--- config.mk ---
export PLATFORM = sky130hd
export DESIGN_NAME = scheme_quote_rewriter
export DESIGN_NICKNAME = d
export VERILOG_FILES = /design/src/hdl/sqr_pkg.sv /design/src/hdl/sqr_scan.sv /design/src/hdl/sqr_emit.sv /design/src/hdl/scheme_quote_rewriter.sv
export SDC_FILE = /design/constraint.sdc
export NUM_CORES = 1
export LEC_CHECK = 0
export BUFFER_PORTS_ARGS = -buffer_cell sky130_fd_sc_hd__buf_4
export CAP_MARGIN = 20
export CORE_UTILIZATION = 55
export CTS_CLUSTER_SIZE = 25
export DETAILED_ROUTE_END_ITERATION = 6
export PLACE_DENSITY = 0.79
export SYNTH_ARGS = -nofsm -noshare
export SYNTH_HDL_FRONTEND = slang
export SYNTH_HIERARCHICAL = 1
export SYNTH_SLANG_ARGS = --single-unit
--- constraint.sdc ---
create_clock -name i_clk -period 7.1 [get_ports i_clk]
set_clock_uncertainty 0.1 [all_clocks]
set_input_delay 0.355 -clock i_clk [delete_from_list [all_inputs] [get_ports i_clk]]
set_output_delay 0.355 -clock i_clk [all_outputs]
set_load 0.02 [all_outputs]
--- src/hdl/sqr_pkg.sv ---
// Shared types, character codes and scanner functions for the quote rewriter.
`timescale 1ns / 1ps

package sqr_pkg;

    // Sizes of the per-request expansion buffer and the datum depth counter.
    localparam int MaxResults = 9;
    localparam int CountW     = $clog2(MaxResults + 1);
    localparam int IdxW       = $clog2(MaxResults);
    localparam int MaxDepth   = 255;
    localparam int DepthW     = $clog2(MaxDepth + 1);

    // Character codes that the scanner reacts to.
    localparam logic [7:0] ChHash    = 8'h23;
    localparam logic [7:0] ChOpen    = 8'h28;
    localparam logic [7:0] ChClose   = 8'h29;
    localparam logic [7:0] ChSemi    = 8'h3B;
    localparam logic [7:0] ChDquote  = 8'h22;
    localparam logic [7:0] ChQuote   = 8'h27;
    localparam logic [7:0] ChNewline = 8'h0A;
    localparam logic [7:0] ChSpace   = 8'h20;
    localparam logic [7:0] ChTab     = 8'h09;
    localparam logic [7:0] ChCr      = 8'h0D;

    // Fixed expansion texts: "(quote " and "(vector ".
    localparam int QuoteLen  = 7;
    localparam int VectorLen = 8;
    localparam logic [7:0] QuoteText [QuoteLen] =
        '{8'h28, 8'h71, 8'h75, 8'h6F, 8'h74, 8'h65, 8'h20};
    localparam logic [7:0] VectorText [VectorLen] =
        '{8'h28, 8'h76, 8'h65, 8'h63, 8'h74, 8'h6F, 8'h72, 8'h20};

    // Scanner mode, one-hot.
    typedef enum logic [3:0] {
        MODE_NORMAL  = 4'b0001,
        MODE_COMMENT = 4'b0010,
        MODE_STRING  = 4'b0100,
        MODE_QUOTE   = 4'b1000
    } t_mode;

    // Bytes released by one request, plus whether the request closed the text.
    typedef struct packed {
        logic [MaxResults-1:0][7:0] bytes;
        logic [CountW-1:0]          count;
        logic                       last;
    } t_emit;

    // Scanner state travelling together with the bytes it has produced so far.
    typedef struct packed {
        t_mode             mode;
        logic [DepthW-1:0] depth;
        t_emit             emit;
    } t_scan;

    // Append one byte to an expansion, dropping anything beyond the buffer.
    function automatic t_emit f_put(t_emit e, logic [7:0] b);
        t_emit r;
        r = e;
        if (e.count < CountW'(MaxResults)) begin
            r.bytes[e.count[IdxW-1:0]] = b;
            r.count = e.count + CountW'(1);
        end
        return r;
    endfunction

    // Whitespace is tab to carriage return, and space.
    function automatic logic f_is_ws(logic [7:0] c);
        return (c == ChSpace) || ((c >= ChTab) && (c <= ChCr));
    endfunction

    // One scanner step on one byte of the expanded text.
    function automatic t_scan f_scan(t_scan s, logic [7:0] c);
        t_scan r;
        r = s;
        case (s.mode)
            MODE_NORMAL: begin
                if (c == ChSemi) begin
                    r.emit = f_put(r.emit, c);
                    r.mode = MODE_COMMENT;
                end else if (c == ChDquote) begin
                    r.emit = f_put(r.emit, c);
                    r.mode = MODE_STRING;
                end else if (c == ChQuote) begin
                    for (int k = 0; k < QuoteLen; k++) begin
                        r.emit = f_put(r.emit, QuoteText[k]);
                    end
                    r.depth = '0;
                    r.mode  = MODE_QUOTE;
                end else begin
                    r.emit = f_put(r.emit, c);
                end
            end
            MODE_COMMENT: begin
                r.emit = f_put(r.emit, c);
                if (c == ChNewline) begin
                    r.mode = MODE_NORMAL;
                end
            end
            MODE_STRING: begin
                r.emit = f_put(r.emit, c);
                if (c == ChDquote) begin
                    r.mode = MODE_NORMAL;
                end
            end
            MODE_QUOTE: begin
                if (c == ChOpen) begin
                    r.emit = f_put(r.emit, c);
                    if (s.depth < DepthW'(MaxDepth)) begin
                        r.depth = s.depth + DepthW'(1);
                    end
                end else if (c == ChClose) begin
                    r.emit = f_put(r.emit, c);
                    if (s.depth != '0) begin
                        r.depth = s.depth - DepthW'(1);
                    end else begin
                        r.emit = f_put(r.emit, ChClose);
                        r.mode = MODE_NORMAL;
                    end
                end else if (f_is_ws(c) && (s.depth == '0)) begin
                    r.emit = f_put(r.emit, ChClose);
                    r.mode = MODE_NORMAL;
                end else begin
                    r.emit = f_put(r.emit, c);
                end
            end
            default: begin
                r = s;
            end
        endcase
        return r;
    endfunction

endpackage

--- src/hdl/sqr_scan.sv ---
// Scanner state and the single-pass expansion of one source byte.
`timescale 1ns / 1ps

module sqr_scan (
    input  logic                i_clk,
    input  logic                i_rst_n,
    input  logic                i_accept,
    input  logic [7:0]          i_in_byte,
    input  logic                i_end_of_text,
    output sqr_pkg::t_emit      o_emit
);

    sqr_pkg::t_mode                  r_mode;
    logic [sqr_pkg::DepthW-1:0]      r_depth;
    logic                            r_hash;

    sqr_pkg::t_mode                  n_mode;
    logic [sqr_pkg::DepthW-1:0]      n_depth;
    logic                            n_hash;

    sqr_pkg::t_scan                  s;

    // Expand the current byte: "#(" handling, the scanner, then end-of-text closing.
    always_comb begin
        s.mode  = r_mode;
        s.depth = r_depth;
        s.emit  = '0;
        n_hash  = r_hash;

        if (r_hash && (i_in_byte == sqr_pkg::ChOpen)) begin
            // "(vector " holds no special byte; only its opening bracket counts in a datum.
            n_hash = 1'b0;
            for (int k = 0; k < sqr_pkg::VectorLen; k++) begin
                s.emit = sqr_pkg::f_put(s.emit, sqr_pkg::VectorText[k]);
            end
            if ((s.mode == sqr_pkg::MODE_QUOTE) &&
                (s.depth < sqr_pkg::DepthW'(sqr_pkg::MaxDepth))) begin
                s.depth = s.depth + sqr_pkg::DepthW'(1);
            end
        end else begin
            if (r_hash) begin
                n_hash = 1'b0;
                s = sqr_pkg::f_scan(s, sqr_pkg::ChHash);
            end
            if (i_in_byte == sqr_pkg::ChHash) begin
                n_hash = 1'b1;
            end else begin
                s = sqr_pkg::f_scan(s, i_in_byte);
            end
        end

        n_mode  = s.mode;
        n_depth = s.depth;

        if (i_end_of_text) begin
            // Release a held hash, close an open datum and start afresh.
            if (n_hash) begin
                s = sqr_pkg::f_scan(s, sqr_pkg::ChHash);
            end
            if (s.mode == sqr_pkg::MODE_QUOTE) begin
                s.emit = sqr_pkg::f_put(s.emit, sqr_pkg::ChClose);
            end
            s.emit.last = 1'b1;
            n_mode  = sqr_pkg::MODE_NORMAL;
            n_depth = '0;
            n_hash  = 1'b0;
        end
    end

    assign o_emit = s.emit;

    // State advances only when a request is taken.
    always_ff @(posedge i_clk) begin
        if (!i_rst_n) begin
            r_mode  <= sqr_pkg::MODE_NORMAL;
            r_depth <= '0;
            r_hash  <= 1'b0;
        end else if (i_accept) begin
            r_mode  <= n_mode;
            r_depth <= n_depth;
            r_hash  <= n_hash;
        end
    end

    // A non-zero depth only exists inside a quoted datum.
    a_depth_in_quote: assert property (@(posedge i_clk) disable iff (!i_rst_n)
        (r_depth != '0) |-> (r_mode == sqr_pkg::MODE_QUOTE))
        else $error("depth non-zero outside a quoted datum");

endmodule

--- src/hdl/sqr_emit.sv ---
// Result register that holds one request's expansion and releases it a byte at a time.
`timescale 1ns / 1ps

module sqr_emit (
    input  logic            i_clk,
    input  logic            i_rst_n,
    input  logic            i_load,
    input  sqr_pkg::t_emit  i_emit,
    output logic            o_can_load,
    output logic            o_out_valid,
    input  logic            i_out_ready,
    output logic [7:0]      o_out_byte,
    output logic            o_last
);

    logic [sqr_pkg::MaxResults-1:0][7:0] r_bytes;
    logic [sqr_pkg::CountW-1:0]          r_count;
    logic                                r_last;
    logic                                take;

    // The head byte goes out; a new expansion may enter as the final byte leaves.
    assign o_out_valid = (r_count != '0);
    assign o_out_byte  = r_bytes[0];
    assign o_last      = r_last && (r_count == sqr_pkg::CountW'(1));
    assign take        = o_out_valid && i_out_ready;
    assign o_can_load  = (r_count == '0) ||
                         ((r_count == sqr_pkg::CountW'(1)) && i_out_ready);

    // Byte buffer shifts down by one byte per delivered result.
    always_ff @(posedge i_clk) begin
        if (i_load) begin
            r_bytes <= i_emit.bytes;
        end else if (take) begin
            r_bytes <= r_bytes >> 8;
        end
    end

    // Remaining count and the end-of-text flag.
    always_ff @(posedge i_clk) begin
        if (!i_rst_n) begin
            r_count <= '0;
            r_last  <= 1'b0;
        end else if (i_load) begin
            r_count <= i_emit.count;
            r_last  <= i_emit.last;
        end else if (take) begin
            r_count <= r_count - sqr_pkg::CountW'(1);
        end
    end

    a_count_bound: assert property (@(posedge i_clk) disable iff (!i_rst_n)
        r_count <= sqr_pkg::CountW'(sqr_pkg::MaxResults))
        else $error("expansion count beyond buffer size");

    a_last_final: assert property (@(posedge i_clk) disable iff (!i_rst_n)
        o_last |-> (r_count == sqr_pkg::CountW'(1)))
        else $error("last flag on a byte that is not the final one");

    a_load_shows: assert property (@(posedge i_clk) disable iff (!i_rst_n)
        (i_load && (i_emit.count != '0)) |=> (o_out_valid && (r_count == $past(i_emit.count))))
        else $error("loaded expansion not presented");

endmodule

--- src/hdl/scheme_quote_rewriter.sv ---
// Top level of the streaming Scheme quote and vector rewriter.
`timescale 1ns / 1ps

// Takes Scheme source one byte per request and delivers the rewritten text one
// byte per request: "#(" becomes "(vector ", a quote mark becomes "(quote "
// followed by the datum and a closing bracket, and comments and strings pass
// unchanged but for "#(". A byte that expands to n output bytes (0 to 9) holds
// the input until the last of them is taken, when the next request enters; the
// buffer drains one byte per cycle while i_out_ready is high, so plain text flows
// at one byte per cycle, each byte out in the cycle after it is taken. A '#' is
// held back until the following byte arrives, so it appears one request later.
// The final byte of a text carries o_last; the block then returns to reset state.
module scheme_quote_rewriter (
    input  logic        i_clk,
    input  logic        i_rst_n,
    input  logic        i_in_valid,
    output logic        o_in_ready,
    input  logic [7:0]  i_in_byte,
    input  logic        i_end_of_text,
    output logic        o_out_valid,
    input  logic        i_out_ready,
    output logic [7:0]  o_out_byte,
    output logic        o_last
);

    sqr_pkg::t_emit emit;
    logic           can_load;
    logic           accept;

    // A request is taken whenever the result buffer is free or about to empty.
    assign o_in_ready = can_load;
    assign accept     = i_in_valid && can_load;

    sqr_scan u_scan (
        .i_clk         (i_clk),
        .i_rst_n       (i_rst_n),
        .i_accept      (accept),
        .i_in_byte     (i_in_byte),
        .i_end_of_text (i_end_of_text),
        .o_emit        (emit)
    );

    sqr_emit u_emit (
        .i_clk       (i_clk),
        .i_rst_n     (i_rst_n),
        .i_load      (accept),
        .i_emit      (emit),
        .o_can_load  (can_load),
        .o_out_valid (o_out_valid),
        .i_out_ready (i_out_ready),
        .o_out_byte  (o_out_byte),
        .o_last      (o_last)
    );

endmodule

==> run summary <==
The count of final max-slew check failures is 0. After synthesis, the share of flip-flops with an asynchronous set or reset is 0%. The area overhead of the layout relative to synthesis is 4.07%. Setup repair after global routing left no endpoint under its margin.

The flow ran to the end, and the final reports show no timing, DRC or antenna violations. The achievable clock frequency is 0.168 GHz. The Yosys step of the flow raised 6 warnings. edfxtp_1 takes more of the synthesized area than any other cell. The die covers 11,600 sq um. The count of flip-flops with a built-in enable after synthesis is between 70 and 80. After layout, the design draws a total of around 2.1 mW. Tracing the worst setup path back leads to its startpoint at u_scan/r_mode[2]. The port buffer count came out at 23. The critical path is of the reg -> reg type.

The combinational share of power is 34.9%. The maximum fanout along the worst path is 17. The number of antenna violations at the first check in global routing is 0. Dividing the synthesized area by the synthesized cell count gives around 10 sq um. The path type of the worst min-delay path is in -> reg. The first global-routing pass estimated roughly 22,000 um of wire. The fraction of final layout cells sized beyond drive strength 1 came out at 22.9%.

The total clock buffers created by CTS is 9. In this run the critical register-to-register path is captured at u_emit/r_bytes[15]. The starting utilization of the core area came out at 56.5%. By instance count, the leading cell after synthesis is edfxtp_1. The core box area is 10,900 sq um. At the worst endpoint, the arrival time is slightly below 6000 ps. In this run the tightest slew margin relative to its limit is 27.7%.

The commonest cells after synthesis are edfxtp_1 (72), mux2_2 (65), nand2_1 (38), nor2_1 (38). The power dissipated by switching net loads came out at 0.676 mW. The worst path needs 5940 ps of the cycle, external delays included. For the final routed database, the setup TNS stands at 0 ps. The share of power burned in registers came out at 48.4%. The worst vdd rail ir drop came out at about 0.22 mV.

TritonCTS built the clock tree. Final hold analysis gives a worst-case slack of 187 ps. The synthesized instance count came out at 606. The number of clock sinks is 90. The total count of hold-check failures in the final report is 0. Ranked by total cell area, the synthesized netlist is headed by edfxtp_1 (35%), mux2_2 (12%), dfxtp_1 (5.9%), buf_4 (3.7%), ha_1 (3.5%). The later pin in the worst-skew pair is clocked with a latency of 370 ps. The total global routing track utilization came out at around 25%. After global routing the overflow that remains totals 0. For the pin with the worst max-slew slack, the measured transition is 1080 ps. The top-area cell type share of the netlist area is 35.1%. The placed wire-length estimate after detailed placement came out at around 9600 um.

The clock-pin slew on the worst setup and hold paths came out at about 110 ps. The number of post-CTS setup repair buffers came out at 0. In this run the deepest clock path goes through 2 buffers. The total internal power came out at 1.41 mW. The flop and latch count out of synthesis is 90. The root buffer cell chosen for the clock tree is clkbuf_8. The static power due to leakage came out at 2.45 nW. The die width came out at 108 um.

Cells fill 58.8% of the core in the end. The floorplan step set the die height to 108 um. The average wire per cell in the routed design came out at about 19 um. In this run the critical register-to-register path is launched from u_scan/r_mode[2].

The end point of the critical path is u_emit/r_bytes[15]. The diode insertion count for antenna repair came out at 0. The final cycle utilization of the critical path came out at between 80% and 90%. Gates resized during post-CTS repair numbered 0. The reported max-cap violation count is 0. The H-tree depth reported by CTS came out at 3. The detailed router finished its first iteration with about 520 violations.

The number of buffers inserted for hold repair after clock tree synthesis came out at 0. The share of the Yosys chip area taken by registers is 41.0%. The DRC violation count after routing came out at 0. The total routed wirelength came out at 13,900 um. The depth of the worst register-to-register path came out at 16. The via count of the first global-routing pass came out at about 4,400. 24 I/O pins were placed. The number of filler cells placed in the layout came out at 912. For the worst setup path, the data required time is approximately 7100 ps. In this run the power density over the cells is 326 nW/um^2. The maximum number of pins on one net before global-route repair came out at 92.

The weighted congestion at the end of routability-driven global placement is 0.954. The post-synthesis cell area came out at 6150 sq um. The most instantiated flip-flop cell in the synthesis netlist is edfxtp_1. The iteration count of the initial detailed-routing pass came out at 5.

Per report_power, the clock group accounts for 16.7% of the total. The site row count came out at 38. The overall via count from detail_route is about 4,700. Net switching is 32.4% of the power. Setup violations remaining at the end of the flow were counted as 0. The worst setup path is launched from a flop. The net count of the finished layout is 628. The reg-to-reg setup timing slack came out at approximately 1200 ps.

The number of unique standard cell types used by synthesis came out at 87. The worst setup path is captured at a flop. The number of antenna-violating nets in the routed design is 0. In the routed layout, each cell is associated on average with a via count of 6.34.
==> power by group through the flow <==
stage          logic (mW)  registers, mW  clock network, mW
3_5_place_dp        0.728           1.03                  0
2_1_floorplan       0.616           1.01                  0
6_report            0.727           1.01              0.349
4_1_cts             0.732           1.01              0.358
3_3_place_gp        0.705           1.01                  0
5_1_grt             0.794           1.03              0.376
==> cells by family (layout without fill, tap and decap cells) <==
| logic type | after synthesis | in the layout | synth area share [%] |
|---|---|---|---|
| AOI/OAI and AO/OA | 124 | 124 | 14.5 |
| xor gates and xnor gates | 5 | 5 | 0.712 |
| adders and majority gates | 17 | 17 | 3.46 |
| buffers and inverters | 93 | 76 | 8.31 |
| DFF | 90 | 90 | 41.0 |
| muxes | 70 | 70 | 12.7 |
| other | 1 | 15 | 0.0609 |
| and+or+nand+nor | 206 | 206 | 19.2 |
==> per-stage QoR <==
step | cell area (sq um) | cells | setup slack, ps
2_1_floorplan | 6210 | 620 | 2330
3_3_place_gp | 6210 | 727 | 1550
3_5_place_dp | 6210 | 727 | 1300
4_1_cts | 6400 | 743 | 1280
5_1_grt | 6400 | 743 | 703
6_report | 6400 | 743 | 1160
==> layer usage <==
metal / global-route usage [%] / wire length [um]
met2: 39.9 / 6610
met5: 0 / 0
met1: 32.8 / 5950
met4: 12.0 / 457
met3: 4.30 / 875
==> sequential cells by signal, summed over array words and instances, names as in the netlist <==
register           cells
u_emit/o_out_byte      8
u_emit/r_bytes        64
u_emit/r_count         4
u_emit/r_last          1
u_scan/r_depth         8
u_scan/r_hash          1
u_scan/r_mode          4
==> placed cells by master, fill, tap and decap left out, types with 4 or more instances in the layout <==
cell type / synthesis / routed
a21oi_1: 28 / 28
o211ai_1: 8 / 8
o22ai_1: 4 / 4
nor3_1: 17 / 17
or3_1: 9 / 9
clkbuf_8: 0 / 9
mux2i_1: 4 / 4
mux2_2: 65 / 65
and2_1: 18 / 17
nand3_1: 22 / 22
nand2_1: 38 / 37
o21ai_0: 30 / 30
nor3b_1: 5 / 5
a211oi_1: 5 / 5
nand4_1: 7 / 7
nor2_1: 38 / 38
nand2b_1: 6 / 6
edfxtp_1: 72 / 72
buf_4: 30 / 27
ha_1: 17 / 17
a31oi_1: 6 / 6
nor4b_1: 4 / 4
and3_1: 10 / 10
dfxtp_1: 18 / 18
inv_1: 29 / 29
conb_1: 1 / 15
clkinv_4: 1 / 4
==> area by class of cell <==
class | count | area, sq um | share of cell area, %
clock buffer | 9 | 124 | 1.93
clock inverter | 7 | 73.8 | 1.15
inverter | 33 | 129 | 2.01
multi-input combinational | 437 | 3180 | 49.6
sequential | 90 | 2520 | 39.4
tap | 140 | 175 | 2.73
timing repair buffer | 27 | 203 | 3.16
==> worst min-delay path by stage <==
stage	start	end	slack, ps	cells after the start
2_1_floorplan	u_emit/r_last	u_emit/r_last	360	2
5_1_grt	i_out_ready	u_emit/r_count[1]	220	3
3_3_place_gp	u_emit/r_last	u_emit/r_last	380	2
3_5_place_dp	u_emit/r_last	u_emit/r_last	390	2
6_report	i_rst_n	u_scan/r_mode[0]	190	2
4_1_cts	i_rst_n	u_scan/r_mode[0]	170	2
==> worst max-delay path: stages, from the launching register on <==
cell      delay, ps
dfxtp_1         690
nor4b_1         600
a211o_1         250
nand2_1         200
ha_1            380
nor3_1           50
a311oi_1        880
mux2_2          370
ha_1            130
nor2_1           50
a21oi_1         370
ha_1            260
o21ai_0         150
a32oi_4         470
nand3_1         240
and3_1          240
mux2_2          260
Note: power is estimated with default switching activity, not from simulation.
